$ cat config.mk
export PLATFORM = sky130hd
export DESIGN_NAME = fixed_point_radix2_fft_unit
export DESIGN_NICKNAME = d
export VERILOG_FILES = /design/src/hdl/fxfft_pkg.sv /design/src/hdl/fixed_point_radix2_fft_unit.sv
export VERILOG_INCLUDE_DIRS = /design/src /design/src/hdl
export SDC_FILE = /design/constraint.sdc
export NUM_CORES = 2
export LEC_CHECK = 0
export BUFFER_PORTS_ARGS = -buffer_cell sky130_fd_sc_hd__buf_2
export CORE_MARGIN = 5
export CORE_UTILIZATION = 30
export CTS_BUF_LIST = sky130_fd_sc_hd__clkbuf_4 sky130_fd_sc_hd__clkbuf_8 sky130_fd_sc_hd__clkbuf_16
export DETAILED_ROUTE_END_ITERATION = 12
export PLACE_DENSITY = 0.48
export SLEW_MARGIN = 20
export SYNTH_ARGS = -nofsm -noshare
export SYNTH_HDL_FRONTEND = slang
export SYNTH_SLANG_ARGS = --single-unit
$ cat constraint.sdc
create_clock -name i_clk -period 17.1 [get_ports i_clk]
set_input_delay 0.855 -clock i_clk [delete_from_list [all_inputs] [get_ports i_clk]]
set_output_delay 0.855 -clock i_clk [all_outputs]
set_load 0.02 [all_outputs]
$ cat src/hdl/assert_macros.svh
`ifndef ASSERT_MACROS_SVH
`define ASSERT_MACROS_SVH

// property that must hold at every clock edge outside reset
`define ASSERT_ALWAYS(label, prop, msg) \
    label: assert property (@(posedge i_clk) disable iff (!i_rst_n) (prop)) else $error(msg);

// antecedent in this cycle implies consequent in the next one
`define ASSERT_NEXT(label, ante, cons, msg) \
    label: assert property (@(posedge i_clk) disable iff (!i_rst_n) (ante) |=> (cons)) \
        else $error(msg);

`endif

$ cat src/hdl/fxfft_pkg.sv
package fxfft_pkg;

    localparam int MAX_LOG2_POINTS_DEF = 6;
    localparam logic [2:0] LOG2_POINTS_RESET = 3'd6;
    localparam int ROM_QUARTER = 64;

    typedef struct packed {
        logic signed [7:0] sample_re;
        logic signed [7:0] sample_im;
    } t_fft_in;

    typedef struct packed {
        logic [5:0]        bin_index;
        logic signed [7:0] bin_re;
        logic signed [7:0] bin_im;
        logic [2:0]        scale_count;
        logic              last_bin;
    } t_fft_out;

    typedef enum logic [3:0] {
        S_LOAD,
        S_PASS,
        S_RD,
        S_MUL,
        S_WRP,
        S_WRI,
        S_EM_RD,
        S_EM_WAIT,
        S_EM_OUT
    } t_fft_state;

    typedef enum logic {
        REG_LOG2_POINTS  = 1'b0,
        REG_INVERSE_MODE = 1'b1
    } t_reg_index;

    localparam logic signed [7:0] SINE_ROM [192] = '{
        8'sd0, 8'sd3, 8'sd6, 8'sd9, 8'sd12, 8'sd15, 8'sd18, 8'sd21,
        8'sd24, 8'sd28, 8'sd31, 8'sd34, 8'sd37, 8'sd40, 8'sd43, 8'sd46,
        8'sd48, 8'sd51, 8'sd54, 8'sd57, 8'sd60, 8'sd63, 8'sd65, 8'sd68,
        8'sd71, 8'sd73, 8'sd76, 8'sd78, 8'sd81, 8'sd83, 8'sd85, 8'sd88,
        8'sd90, 8'sd92, 8'sd94, 8'sd96, 8'sd98, 8'sd100, 8'sd102, 8'sd104,
        8'sd106, 8'sd108, 8'sd109, 8'sd111, 8'sd112, 8'sd114, 8'sd115, 8'sd117,
        8'sd118, 8'sd119, 8'sd120, 8'sd121, 8'sd122, 8'sd123, 8'sd124, 8'sd124,
        8'sd125, 8'sd126, 8'sd126, 8'sd127, 8'sd127, 8'sd127, 8'sd127, 8'sd127,
        8'sd127, 8'sd127, 8'sd127, 8'sd127, 8'sd127, 8'sd127, 8'sd126, 8'sd126,
        8'sd125, 8'sd124, 8'sd124, 8'sd123, 8'sd122, 8'sd121, 8'sd120, 8'sd119,
        8'sd118, 8'sd117, 8'sd115, 8'sd114, 8'sd112, 8'sd111, 8'sd109, 8'sd108,
        8'sd106, 8'sd104, 8'sd102, 8'sd100, 8'sd98, 8'sd96, 8'sd94, 8'sd92,
        8'sd90, 8'sd88, 8'sd85, 8'sd83, 8'sd81, 8'sd78, 8'sd76, 8'sd73,
        8'sd71, 8'sd68, 8'sd65, 8'sd63, 8'sd60, 8'sd57, 8'sd54, 8'sd51,
        8'sd48, 8'sd46, 8'sd43, 8'sd40, 8'sd37, 8'sd34, 8'sd31, 8'sd28,
        8'sd24, 8'sd21, 8'sd18, 8'sd15, 8'sd12, 8'sd9, 8'sd6, 8'sd3,
        8'sd0, -8'sd3, -8'sd6, -8'sd9, -8'sd12, -8'sd15, -8'sd18, -8'sd21,
        -8'sd24, -8'sd28, -8'sd31, -8'sd34, -8'sd37, -8'sd40, -8'sd43, -8'sd46,
        -8'sd48, -8'sd51, -8'sd54, -8'sd57, -8'sd60, -8'sd63, -8'sd65, -8'sd68,
        -8'sd71, -8'sd73, -8'sd76, -8'sd78, -8'sd81, -8'sd83, -8'sd85, -8'sd88,
        -8'sd90, -8'sd92, -8'sd94, -8'sd96, -8'sd98, -8'sd100, -8'sd102, -8'sd104,
        -8'sd106, -8'sd108, -8'sd109, -8'sd111, -8'sd112, -8'sd114, -8'sd115, -8'sd117,
        -8'sd118, -8'sd119, -8'sd120, -8'sd121, -8'sd122, -8'sd123, -8'sd124, -8'sd124,
        -8'sd125, -8'sd126, -8'sd126, -8'sd127, -8'sd127, -8'sd127, -8'sd127, -8'sd127
    };

    // product in Q-format: floor shift by 6, then halve rounding to nearest
    function automatic logic signed [7:0] round_prod(input logic signed [15:0] p);
        logic [9:0] c;
        c = p[15:6];
        return 8'(c[8:1] + {7'd0, c[0]});
    endfunction

    // magnitude above 63, minus 64 included
    function automatic logic is_big(input logic [7:0] v);
        return (v[7] ^ v[6]) | (v == 8'hc0);
    endfunction

endpackage

$ cat src/hdl/fixed_point_radix2_fft_unit.sv
// fixed-point radix-2 decimation-in-time fft, complex 8-bit q1.7 samples
// input channel: i_in_valid / o_in_stall carry one complex sample per transaction
// output channel: o_out_valid / i_out_stall carry one bin per transaction
// apb port: register 0 at 0x0 is log2_points (clamped to 1..MAX_LOG2_POINTS),
// register 1 at 0x4 is inverse_mode; a write drops any partial frame
// samples are written straight to their bit-reversed address while loading,
// one per cycle, for a frame of n = 2^log2_points samples
// after the last sample the in-place store runs log2_points passes, each a
// setup state plus n/2 butterflies, each stepping through read, multiply, write upper
// and write lower, sharing the single write port of the store
// bins then leave in index order, each read from the store, registered, then offered until taken
// a stall holds the bin register and the whole sequencer in place
// input stall stays high from the last sample until the final bin is taken
// reset: length 64, forward mode, empty frame; store contents are not cleared
module fixed_point_radix2_fft_unit
    import fxfft_pkg::*;
#(
    parameter int MAX_LOG2_POINTS = MAX_LOG2_POINTS_DEF
) (
    input  logic        i_clk,
    input  logic        i_rst_n,
    input  logic        i_in_valid,
    output logic        o_in_stall,
    input  t_fft_in     i_in,
    output logic        o_out_valid,
    input  logic        i_out_stall,
    output t_fft_out    o_out,
    input  logic        psel,
    input  logic        penable,
    input  logic        pwrite,
    input  logic [2:0]  paddr,
    input  logic [31:0] pwdata,
    output logic [31:0] prdata,
    output logic        pready
);

    `include "assert_macros.svh"

    localparam int AW = MAX_LOG2_POINTS;
    localparam int DEPTH = 1 << AW;
    localparam int CW = AW + 1;
    localparam int SW = $clog2(MAX_LOG2_POINTS + 1);

    // in-place complex store {re, im}
    logic [15:0] r_mem [DEPTH];
    logic [15:0] r_rd_a;
    logic [15:0] r_rd_b;

    t_fft_state r_state, n_state;

    logic [2:0]    r_log2;
    logic          r_inv;
    logic [CW-1:0] r_cnt;
    logic [SW-1:0] r_s;
    logic [AW-1:0] r_b;
    logic [AW-1:0] r_k;
    logic          r_big;
    logic          r_halve;
    logic [2:0]    r_scale;

    logic signed [7:0]  r_wr, r_wi;
    logic signed [15:0] r_prr, r_pii, r_pri, r_pir;
    logic signed [7:0]  r_qr, r_qi;
    logic [15:0]        r_sum;
    t_fft_out           r_out;

    logic [2:0]    m_eff;
    logic [CW-1:0] n_pts;
    logic          cfg_wr;
    logic          in_acc;
    logic          out_acc;
    logic          load_last;
    logic          bf_last;
    logic          pass_last;
    logic          emit_last;

    logic [AW-1:0] rev_full;
    logic [AW-1:0] load_addr;
    logic [AW-1:0] l_span, low_mask, g_idx, bi, bp;
    logic [14:0]   j_wide;
    logic [7:0]    j_idx;
    logic signed [7:0] w_sin, w_cos, w_im;

    logic signed [7:0] tr, ti, d_re, d_im, s_re, s_im;

    logic            we;
    logic [AW-1:0]   waddr;
    logic [15:0]     wdata;
    logic [AW-1:0]   raddr_a;

    // effective length, out-of-range codes clamp
    always_comb begin
        if (r_log2 == 3'd0) begin
            m_eff = 3'd1;
        end else if (int'(r_log2) > MAX_LOG2_POINTS) begin
            m_eff = 3'(MAX_LOG2_POINTS);
        end else begin
            m_eff = r_log2;
        end
    end

    assign n_pts = CW'(1) << m_eff;

    assign cfg_wr  = psel && penable && pwrite && pready;
    assign in_acc  = i_in_valid && !o_in_stall;
    assign out_acc = o_out_valid && !i_out_stall;

    assign load_last = (r_cnt == n_pts - CW'(1));
    assign bf_last   = (r_b == AW'((n_pts >> 1) - CW'(1)));
    assign pass_last = (r_s == SW'(m_eff - 3'd1));
    assign emit_last = ({1'b0, r_k} == n_pts - CW'(1));

    // bit-reversed load address over the current length
    always_comb begin
        for (int t = 0; t < AW; t++) begin
            rev_full[AW-1-t] = r_cnt[t];
        end
    end
    assign load_addr = rev_full >> (AW - int'(m_eff));

    // butterfly addresses: insert a zero at bit s of the butterfly count
    assign l_span   = AW'(1) << r_s;
    assign low_mask = l_span - AW'(1);
    assign g_idx    = r_b & low_mask;
    assign bi       = ((r_b & ~low_mask) << 1) | g_idx;
    assign bp       = bi | l_span;

    // twiddle angle (g << (7 - s)) of a 256-point turn
    assign j_wide = 15'(g_idx) << (4'd7 - 4'(r_s));
    assign j_idx  = {1'b0, j_wide[6:0]};
    assign w_cos  = SINE_ROM[j_idx + 8'(ROM_QUARTER)];
    assign w_sin  = SINE_ROM[j_idx];
    assign w_im   = r_inv ? w_sin : -w_sin;

    // butterfly arithmetic from registered products, all sums wrap to 8 bits
    assign tr   = round_prod(r_prr) - round_prod(r_pii);
    assign ti   = round_prod(r_pri) + round_prod(r_pir);
    assign d_re = r_qr - tr;
    assign d_im = r_qi - ti;
    assign s_re = r_qr + tr;
    assign s_im = r_qi + ti;

    // store write port
    always_comb begin
        we    = 1'b0;
        waddr = bi;
        wdata = r_sum;
        case (r_state)
            S_LOAD: begin
                we    = in_acc;
                waddr = load_addr;
                wdata = {i_in.sample_re, i_in.sample_im};
            end
            S_WRP: begin
                we    = 1'b1;
                waddr = bp;
                wdata = {d_re, d_im};
            end
            S_WRI: begin
                we    = 1'b1;
                waddr = bi;
                wdata = r_sum;
            end
            default: begin
                we = 1'b0;
            end
        endcase
    end

    assign raddr_a = (r_state == S_EM_RD) ? r_k : bi;

    always_ff @(posedge i_clk) begin
        if (we) begin
            r_mem[waddr] <= wdata;
        end
        r_rd_a <= r_mem[raddr_a];
        r_rd_b <= r_mem[bp];
    end

    // next state
    always_comb begin
        n_state = r_state;
        case (r_state)
            S_LOAD: begin
                if (in_acc && load_last) begin
                    n_state = S_PASS;
                end
            end
            S_PASS:    n_state = S_RD;
            S_RD:      n_state = S_MUL;
            S_MUL:     n_state = S_WRP;
            S_WRP:     n_state = S_WRI;
            S_WRI: begin
                if (!bf_last) begin
                    n_state = S_RD;
                end else if (pass_last) begin
                    n_state = S_EM_RD;
                end else begin
                    n_state = S_PASS;
                end
            end
            S_EM_RD:   n_state = S_EM_WAIT;
            S_EM_WAIT: n_state = S_EM_OUT;
            S_EM_OUT: begin
                if (!i_out_stall) begin
                    n_state = emit_last ? S_LOAD : S_EM_RD;
                end
            end
            default:   n_state = S_LOAD;
        endcase
    end

    // channel outputs
    always_comb begin
        o_in_stall  = (r_state != S_LOAD);
        o_out_valid = (r_state == S_EM_OUT);
        o_out       = r_out;
    end

    always_ff @(posedge i_clk) begin
        if (!i_rst_n) begin
            r_state <= S_LOAD;
            r_log2  <= LOG2_POINTS_RESET;
            r_inv   <= 1'b0;
            r_cnt   <= '0;
            r_s     <= '0;
            r_b     <= '0;
            r_k     <= '0;
            r_big   <= 1'b0;
            r_halve <= 1'b1;
            r_scale <= '0;
        end else begin
            r_state <= n_state;
            if (cfg_wr) begin
                case (t_reg_index'(paddr[2]))
                    REG_LOG2_POINTS:  r_log2 <= pwdata[2:0];
                    REG_INVERSE_MODE: r_inv  <= pwdata[0];
                    default:          r_inv  <= r_inv;
                endcase
                r_cnt <= '0;
            end
            case (r_state)
                S_LOAD: begin
                    if (in_acc && !cfg_wr) begin
                        r_cnt <= load_last ? '0 : r_cnt + CW'(1);
                        r_big <= ((r_cnt == '0) ? 1'b0 : r_big)
                                 | is_big(i_in.sample_re) | is_big(i_in.sample_im);
                        r_s   <= '0;
                        r_b   <= '0;
                    end
                end
                S_PASS: begin
                    // inverse mode halves only when the loaded frame or the last pass left a large value
                    r_halve <= !r_inv || r_big;
                    r_scale <= ((r_s == '0) ? 3'd0 : r_scale) + {2'd0, r_inv && r_big};
                    r_big   <= 1'b0;
                end
                S_WRP: begin
                    r_big <= r_big | is_big(d_re) | is_big(d_im);
                end
                S_WRI: begin
                    r_big <= r_big | is_big(r_sum[15:8]) | is_big(r_sum[7:0]);
                    if (bf_last) begin
                        r_b <= '0;
                        r_s <= r_s + SW'(1);
                        r_k <= '0;
                    end else begin
                        r_b <= r_b + AW'(1);
                    end
                end
                S_EM_OUT: begin
                    if (!i_out_stall && !emit_last) begin
                        r_k <= r_k + AW'(1);
                    end
                end
                default: begin
                    r_b <= r_b;
                end
            endcase
        end
    end

    // datapath registers
    always_ff @(posedge i_clk) begin
        case (r_state)
            S_RD: begin
                r_wr <= r_halve ? (w_cos >>> 1) : w_cos;
                r_wi <= r_halve ? (w_im >>> 1) : w_im;
            end
            S_MUL: begin
                r_prr <= r_wr * $signed(r_rd_b[15:8]);
                r_pii <= r_wi * $signed(r_rd_b[7:0]);
                r_pri <= r_wr * $signed(r_rd_b[7:0]);
                r_pir <= r_wi * $signed(r_rd_b[15:8]);
                r_qr  <= r_halve ? ($signed(r_rd_a[15:8]) >>> 1) : $signed(r_rd_a[15:8]);
                r_qi  <= r_halve ? ($signed(r_rd_a[7:0]) >>> 1) : $signed(r_rd_a[7:0]);
            end
            S_WRP: begin
                r_sum <= {s_re, s_im};
            end
            S_EM_WAIT: begin
                r_out.bin_index   <= 6'(r_k);
                r_out.bin_re      <= r_rd_a[15:8];
                r_out.bin_im      <= r_rd_a[7:0];
                r_out.scale_count <= r_scale;
                r_out.last_bin    <= emit_last;
            end
            default: begin
                r_sum <= r_sum;
            end
        endcase
    end

    // apb read side
    assign pready = 1'b1;
    assign prdata = paddr[2] ? {31'd0, r_inv} : {29'd0, r_log2};

    // no sample may be taken while a bin is on offer
    `ASSERT_ALWAYS(a_no_load_while_emit, !(o_out_valid && !o_in_stall),
        "input open during emission")
    // the final bin releases the input side
    `ASSERT_NEXT(a_last_reopens, out_acc && o_out.last_bin, !o_in_stall,
        "input not reopened after final bin")
    // emitted index always within the frame
    `ASSERT_ALWAYS(a_index_in_frame, !o_out_valid || ({1'b0, r_k} < n_pts),
        "bin index beyond frame length")

endmodule

Word-level counts from Yosys, hierarchy flattened:

Memory sizes are Yosys's and may differ from the RTL's. A register that Yosys moved wholly into a read port is not among the register bits.
Index checks and enable logic that the tools add are counted.

* add/sub/neg operators: 23
* $mul: 4
* order comparisons: 3
* eq/ne operators: 23
* shifts and indexed selects: 4
* mux-type cells: 41
* bitwise gates (word level): 26
* reduce and logical (&&, ||, !) cells: 29

Operators by type and width (number)
* 8-bit by 8-bit multiplier with 15-bit output: 4
* 7-bit 2-to-1 mux: 8
* 8-bit equality test, second input constant: 6
* 8-bit 2-to-1 mux: 5
* 4-bit one-hot mux with 9 select lines: 1
* 6-bit one-hot mux with 2 select lines: 3
* 8-bit by 1-bit adder with 8-bit output: 4
* 16-bit one-hot mux with 2 select lines: 1
* 6-bit by 32-bit right shift with 6-bit output: 1
* 6-bit 2-to-1 mux: 5
* 3-bit 2-to-1 mux: 9
* 8-bit adder: 3
* 8-bit subtractor: 3
* 9-bit greater-or-equal comparator, second input constant: 2
* 4-bit by 3-bit equality test with 1-bit output, second input constant: 4
* 6-bit by 1-bit adder with 6-bit output, second input constant: 2
* 1-bit OR: 12
* 6-bit OR: 2
* 6-bit by 1-bit subtractor with 6-bit output, second input constant: 2
* 2-bit AND reduction: 5
* 7-bit inverter with 9-bit output: 1
* 8-bit inverter with 9-bit output: 1
* 7-bit by 7-bit adder with 8-bit output, second input constant: 1
* 4-bit by 2-bit equality test with 1-bit output, second input constant: 2
* other kinds (39): 66

* bits in registers: 169
* RAM bits: 1024
* bits in read-only memories: 4096
* bits of input ports: 58
* output and inout bits: 61
* logic and storage cells: 180
* memories: 3

Memories
* (name not given): words 256, bits a word 8, rd ports 1, clocked after Yosys merged registers in 0, wr ports 0, RTL line fixed_point_radix2_fft_unit.sv:132 `assign w_sin = SINE_ROM[j_idx];`
* (name not given): words 256, bits a word 8, rd ports 1, clocked after Yosys merged registers in 0, wr ports 0, RTL line fixed_point_radix2_fft_unit.sv:131 `assign w_cos = SINE_ROM[j_idx + 8'(ROM_QUARTER)];`
* r_mem: words 64, bits a word 16, rd ports 2, clocked after Yosys merged registers in 2, wr ports 1, RTL line fixed_point_radix2_fft_unit.sv:45 `logic [15:0] r_mem [DEPTH];`

Depth between registers and ports, before layout:

* word-level depth: 11
* depth in mapped cells: 24
* depth with buffers taken out: 24

Worst setup path after synthesis:

No wires, ideal clock.

* path kind: register -> register
* start: register r_prr[6]
* end: memory r_mem[0][13], data pin
* library setup time: 0.702 ns
* data arrival time: 5.600 ns
* required time: 16.398 ns
* setup slack: 10.799 ns
* stages on the path, launching flop included: 14
* path buffers: 0
* period minus slack after synthesis: 6.301 ns
* path through: edfxtp_1 -> fa_1 -> fa_1 -> ha_1 -> inv_1 -> fa_1 -> inv_1 -> ha_1 -> inv_1 -> a21oi_1 -> o21bai_1 -> a21oi_1 -> xnor2_1 -> o21ai_0

* cells in the longest elaborated chain, start to end: 4

Ends and longest elaborated chain
* start, declared: RTL line fixed_point_radix2_fft_unit.sv:62 `logic signed [15:0] r_prr, r_pii, r_pri, r_pir;`
* start signal, assigned: RTL line fixed_point_radix2_fft_unit.sv:291 `r_prr <= r_wr * $signed(r_rd_b[15:8]);`
* 8-bit by 1-bit adder with 8-bit output: RTL line fxfft_pkg.sv:68 `return 8'(c[8:1] + {7'd0, c[0]});`
* 8-bit subtractor: RTL line fixed_point_radix2_fft_unit.sv:136 `assign tr = round_prod(r_prr) - round_prod(r_pii);`
* 8-bit subtractor: RTL line fixed_point_radix2_fft_unit.sv:138 `assign d_re = r_qr - tr;`
* 16-bit one-hot mux with 2 select lines: RTL line fixed_point_radix2_fft_unit.sv:148 `case (r_state)`
* via wdata[13]: RTL line fixed_point_radix2_fft_unit.sv:88 `logic [15:0] wdata;`
* end, declared: RTL line fixed_point_radix2_fft_unit.sv:45

The timed path passes the listed nets, and every way through them passes these cells.

Final worst setup path:

* start: register r_s[2]
* end: register r_rd_a[4], read port of r_mem

* cells in the longest elaborated chain, start to end: 6
* elaborated cells on any way between the ends: 7
* those cells by class: 1 x add/sub; 1 x shift; 1 x mux; 4 x bitwise

Ends and longest elaborated chain
* start, declared: RTL line fixed_point_radix2_fft_unit.sv:54 `logic [SW-1:0] r_s;`
* start signal, assigned: RTL line fixed_point_radix2_fft_unit.sv:265 `r_s <= r_s + SW'(1);`
* 1-bit by 3-bit left shift with 6-bit output (*): RTL line fixed_point_radix2_fft_unit.sv:122 `assign l_span = AW'(1) << r_s;`
* 6-bit by 1-bit subtractor with 6-bit output (*): RTL line fixed_point_radix2_fft_unit.sv:123 `assign low_mask = l_span - AW'(1);`
* 5-bit inverter: RTL line fixed_point_radix2_fft_unit.sv:125 `assign bi = ((r_b & ~low_mask) << 1) | g_idx;`
* 5-bit AND: RTL line fixed_point_radix2_fft_unit.sv:125
* 6-bit OR (*): RTL line fixed_point_radix2_fft_unit.sv:125
* 6-bit 2-to-1 mux (*): RTL line fixed_point_radix2_fft_unit.sv:170 `assign raddr_a = (r_state == S_EM_RD) ? r_k : bi;`
* end, declared: RTL line fixed_point_radix2_fft_unit.sv:46 `logic [15:0] r_rd_a;`

Mark *: on every way between the ends. The rest lies on a longest branch, timed or not.
A chain may end at the register's enable or synchronous reset.

==> impl_metrics.py <==
metrics = {
    "cts": {
        "numCtsBuffers": 139,
        "cts_hold_buffers": 0,
        "clkSinkCount": 1201,
        "cts_tree": "yes",
        "clock_path_buffers": 3,
        "cts_resized": 0,
        "clk_pin_slew_ns": 0.06,
        "root_buffer": "clkbuf_16",
        "htree_levels": 4,
        "post_cts_buffers": 0,
        "clk_latency_ns": 0.79,
    },
    "final_layout": {
        "instances_no_fill": 9070,
        "fillers": 22730,
        "multi_input_area_um2": 31570,
        "regArea_um2": 35390,
        "drive_gt1_frac": 0.1388,
        "finalInstanceArea_um2": 77950,
        "fin_util": 0.3384,
        "antenna_cells": 0,
        "area.growth.synth_to_final_pct": 12.13,
        "nNetsFinal": 6403,
    },
    "sta": {
        "slew_viol_final": 0,
        "setup_viol": 0,
        "rsz0062_at_grt": "false",
        "fmax_ghz": 0.1414,
        "finClkSkew_ns": 0.02897,
        "period_share": 0.4136,
        "hold_viol": 0,
        "slew_headroom": 0.1520,
        "fin_tns_setup_ns": 0,
        "layout_min_cycle_time_ns": 7.072,
        "fin_hold_ws_ns": 0.3315,
        "tightest_slew_ns": 1.272,
    },
    "global_route": {
        "grt_pass1_vias": 49440,
        "antenna_found_initial": 8,
        "grt_pass1_wl_um": 337800,
        "track_usage": 0.1866,
        "grt_max_degree": 152,
        "grt_overflow": 0,
    },
    "critical_path": {
        "r2r_cells": 16,
        "worstSetupPathType": "reg -> reg",
        "crit_path_max_fanout": 54,
        "critPathLaunchType": "register",
        "cp_data_required_time_ns": 17.71,
        "worstPathArrival_ns": 7.68,
        "endpoint_kind": "register",
    },
    "synthesis": {
        "async_reset_ff_frac": 0,
        "synth_compound_area_frac": 0.09610,
        "synth-main-ff-cell": "edfxtp_1",
        "synth-edff-count": 1134,
        "syn_avg_cell_area_um2": 11.51,
        "netlist_instances": 6037,
        "synth-simple-area-share": 0.1469,
        "synth_adder_area_share": 0.09507,
        "ys_ff_latch": 1201,
        "synth_area_um2": 69520,
        "synth_xor_area_frac": 0.01701,
        "muxShareOfSynthArea": 0.09043,
        "synth.distinct_cells": 91,
        "synth_top_family_by_area": "simple AND/OR/NAND/NOR gates",
        "yosysWarnings": 0,
        "synth-seq-area-share": 0.5092,
    },
    "power_and_ir_drop": {
        "power.internal_mw": 5.015,
        "clkPwrFrac": 0.469,
        "p_sw_mw": 1.331,
        "combPwrFrac": 0.021,
        "swShare": 0.2098,
        "ir_drop_mv": 0.08333,
        "seqPwrFrac": 0.511,
        "leakagePower_nw": 27.26,
        "power.density_nw_per_um2": 81.42,
    },
    "placed_design": {
        "portBuffers": 57,
        "hpwlAfterDp_um": 141700,
        "dp.cells": 8828,
        "place_area_um2": 73430,
        "routabilityCongestion": 0.8481,
    },
    "routing": {
        "drtAntennaViolNets": 0,
        "num_vias": 49640,
        "drc": 0,
        "wl_per_cell_um": 25.53,
        "via_per_inst": 5.473,
        "routed_wl_um": 231600,
        "dr.pass1.iters": 8,
        "first_iter_violations": 4825,
    },
    "die": {
        "core-area_um2": 230300,
        "start_util": 0.3018,
        "rows": 176,
        "io_pins": 119,
        "die_area_um2": 241400,
        "die_y_um": 491.4,
        "die_w_um": 491.4,
    },
    "hold_path": {
        "hold_depth": 3,
        "hold_path_class": "in -> reg",
    },
    "run_status": {
        "status": "finished, final reports clean",
    },
    "flow_run": {
        "drv_cap": 0,
    },
}
synth_stat cells, types with 13 or more instances:
| cell | number | area share |
|---|---|---|
| a211oi_1 | 137 | 0.015 |
| a21o_1 | 16 | 0.0017 |
| a21oi_1 | 194 | 0.014 |
| a311oi_1 | 228 | 0.029 |
| a31oi_1 | 108 | 0.0097 |
| and2_0 | 14 | 0.0013 |
| and2_1 | 207 | 0.019 |
| and3_1 | 140 | 0.013 |
| buf_1 | 43 | 0.0023 |
| buf_2 | 35 | 0.0025 |
| buf_4 | 34 | 0.0037 |
| clkbuf_1 | 355 | 0.019 |
| dfxtp_1 | 67 | 0.019 |
| edfxtp_1 | 1134 | 0.49 |
| fa_1 | 209 | 0.060 |
| ha_1 | 193 | 0.035 |
| inv_1 | 312 | 0.017 |
| mux2_2 | 22 | 0.0036 |
| mux2i_1 | 25 | 0.0036 |
| mux4_2 | 257 | 0.083 |
| nand2_1 | 1306 | 0.071 |
| nand2b_1 | 35 | 0.0031 |
| nand3_1 | 294 | 0.021 |
| nor2_1 | 163 | 0.0088 |
| nor2b_1 | 13 | 0.0012 |
| nor3_1 | 29 | 0.0021 |
| o211ai_1 | 22 | 0.0024 |
| o21ai_0 | 72 | 0.0052 |
| o21bai_1 | 34 | 0.0037 |
| xnor2_1 | 87 | 0.011 |
| xor2_1 | 48 | 0.0060 |
per-layer routing:
metal  global-route usage  wire length, um
met5                    0               29
met4              0.06466             7964
met3              0.03093            16400
met2               0.3003           107500
met1               0.2556            99680
cell usage in the layout, fill, tap and decap left out, types with 43 or more instances in the layout:
master	count
clkbuf_4	43
clkbuf_16	143
nor2_1	100
mux4_2	257
buf_4	143
a311oi_1	226
inv_1	311
and3_1	140
buf_2	57
a31oi_1	108
ha_1	193
nor2_2	48
nand2_1	1306
and2_1	207
xor2_1	48
nand3_1	294
o21ai_0	65
dfxtp_1	67
fa_1	209
edfxtp_1	1134
xnor2_1	87
a21oi_1	193
a211oi_1	136
sequential cells by signal, indices dropped and copies added (netlist names), 3 cells and up:
signal	cells
r_k	6
r_rd_b	16
r_pii	9
r_rd_a	16
r_cnt	7
r_pri	9
r_prr	9
o_out	26
r_mem	1024
r_pir	9
r_scale	3
r_wr	8
r_b	6
r_wi	8
r_sum	16
r_state	4
r_qi	8
r_qr	8
r_s	3
r_log2	3
area by class of cell:
cell class,instances,share of cell area
Clock buffer,192,0.05111
Clock inverter,50,0.006629
Multi-Input combinational cell,4079,0.4050
Tap cell,3026,0.04857
Timing Repair Buffer,208,0.01949
Inverter,314,0.01512
Sequential cell,1201,0.4541
final timing paths:
check / to / slack (ns) / from
setup / recovery: r_rd_a[4]$_DFF_P_ / 10.03 / r_s[2]$_SDFFE_PN0P_
hold / removal: r_log2[1]$_SDFFE_PN1P_ / 0.33 / pwdata[1]
setup reg to reg: r_rd_a[4]$_DFF_P_ / 10.03 / r_s[2]$_SDFFE_PN0P_
hold reg to reg: r_log2[0]$_SDFFE_PN0P_ / 0.48 / r_log2[0]$_SDFFE_PN0P_
cells by family (layout without fill, tap and decap cells):
| kind of cell | after synthesis | count (layout) |
|---|---|---|
| mux | 304 | 304 |
| flops | 1201 | 1201 |
| buf+inv | 785 | 764 |
| xor+xnor | 135 | 135 |
| simple gates | 2272 | 2272 |
| other cells | 2 | 30 |
| fa+ha+maj | 403 | 403 |
| compound gates | 935 | 935 |
power by group through the flow:
stage          registers (mW)  logic (mW)  clock network [mW]
6_report                 3.24       0.130                2.97
5_1_grt                  3.24       0.139                3.16
4_1_cts                  3.24       0.131                3.04
3_5_place_dp             3.30       0.131                   0
3_3_place_gp             3.30       0.129                   0
2_1_floorplan            3.29      0.0696                   0
metrics by stage:
step	setup slack, ns	total power, mW
5_1_grt	9.737	6.542
6_report	10.03	6.347
3_3_place_gp	10.10	3.433
3_5_place_dp	10.10	3.435
4_1_cts	10.07	6.418
2_1_floorplan	10.80	3.363
critical path: stages, from the launching register on:
cell and delay (ns):
dfxtp_1 0.31, buf_4 0.26, clkinv_1 0.49, ha_1 0.54, or2_0 0.36, o2111ai_1 0.45, and2_1 0.34, nand2_1 0.13
o21ai_4 0.08, buf_4 0.66, buf_4 0.71, buf_4 0.64, a311oi_1 0.14, a311oi_1 0.55, a211oi_1 0.20, a211oi_1 0.89
a21oi_1 0.07
No activity file was read; power rests on OpenSTA's default activity.
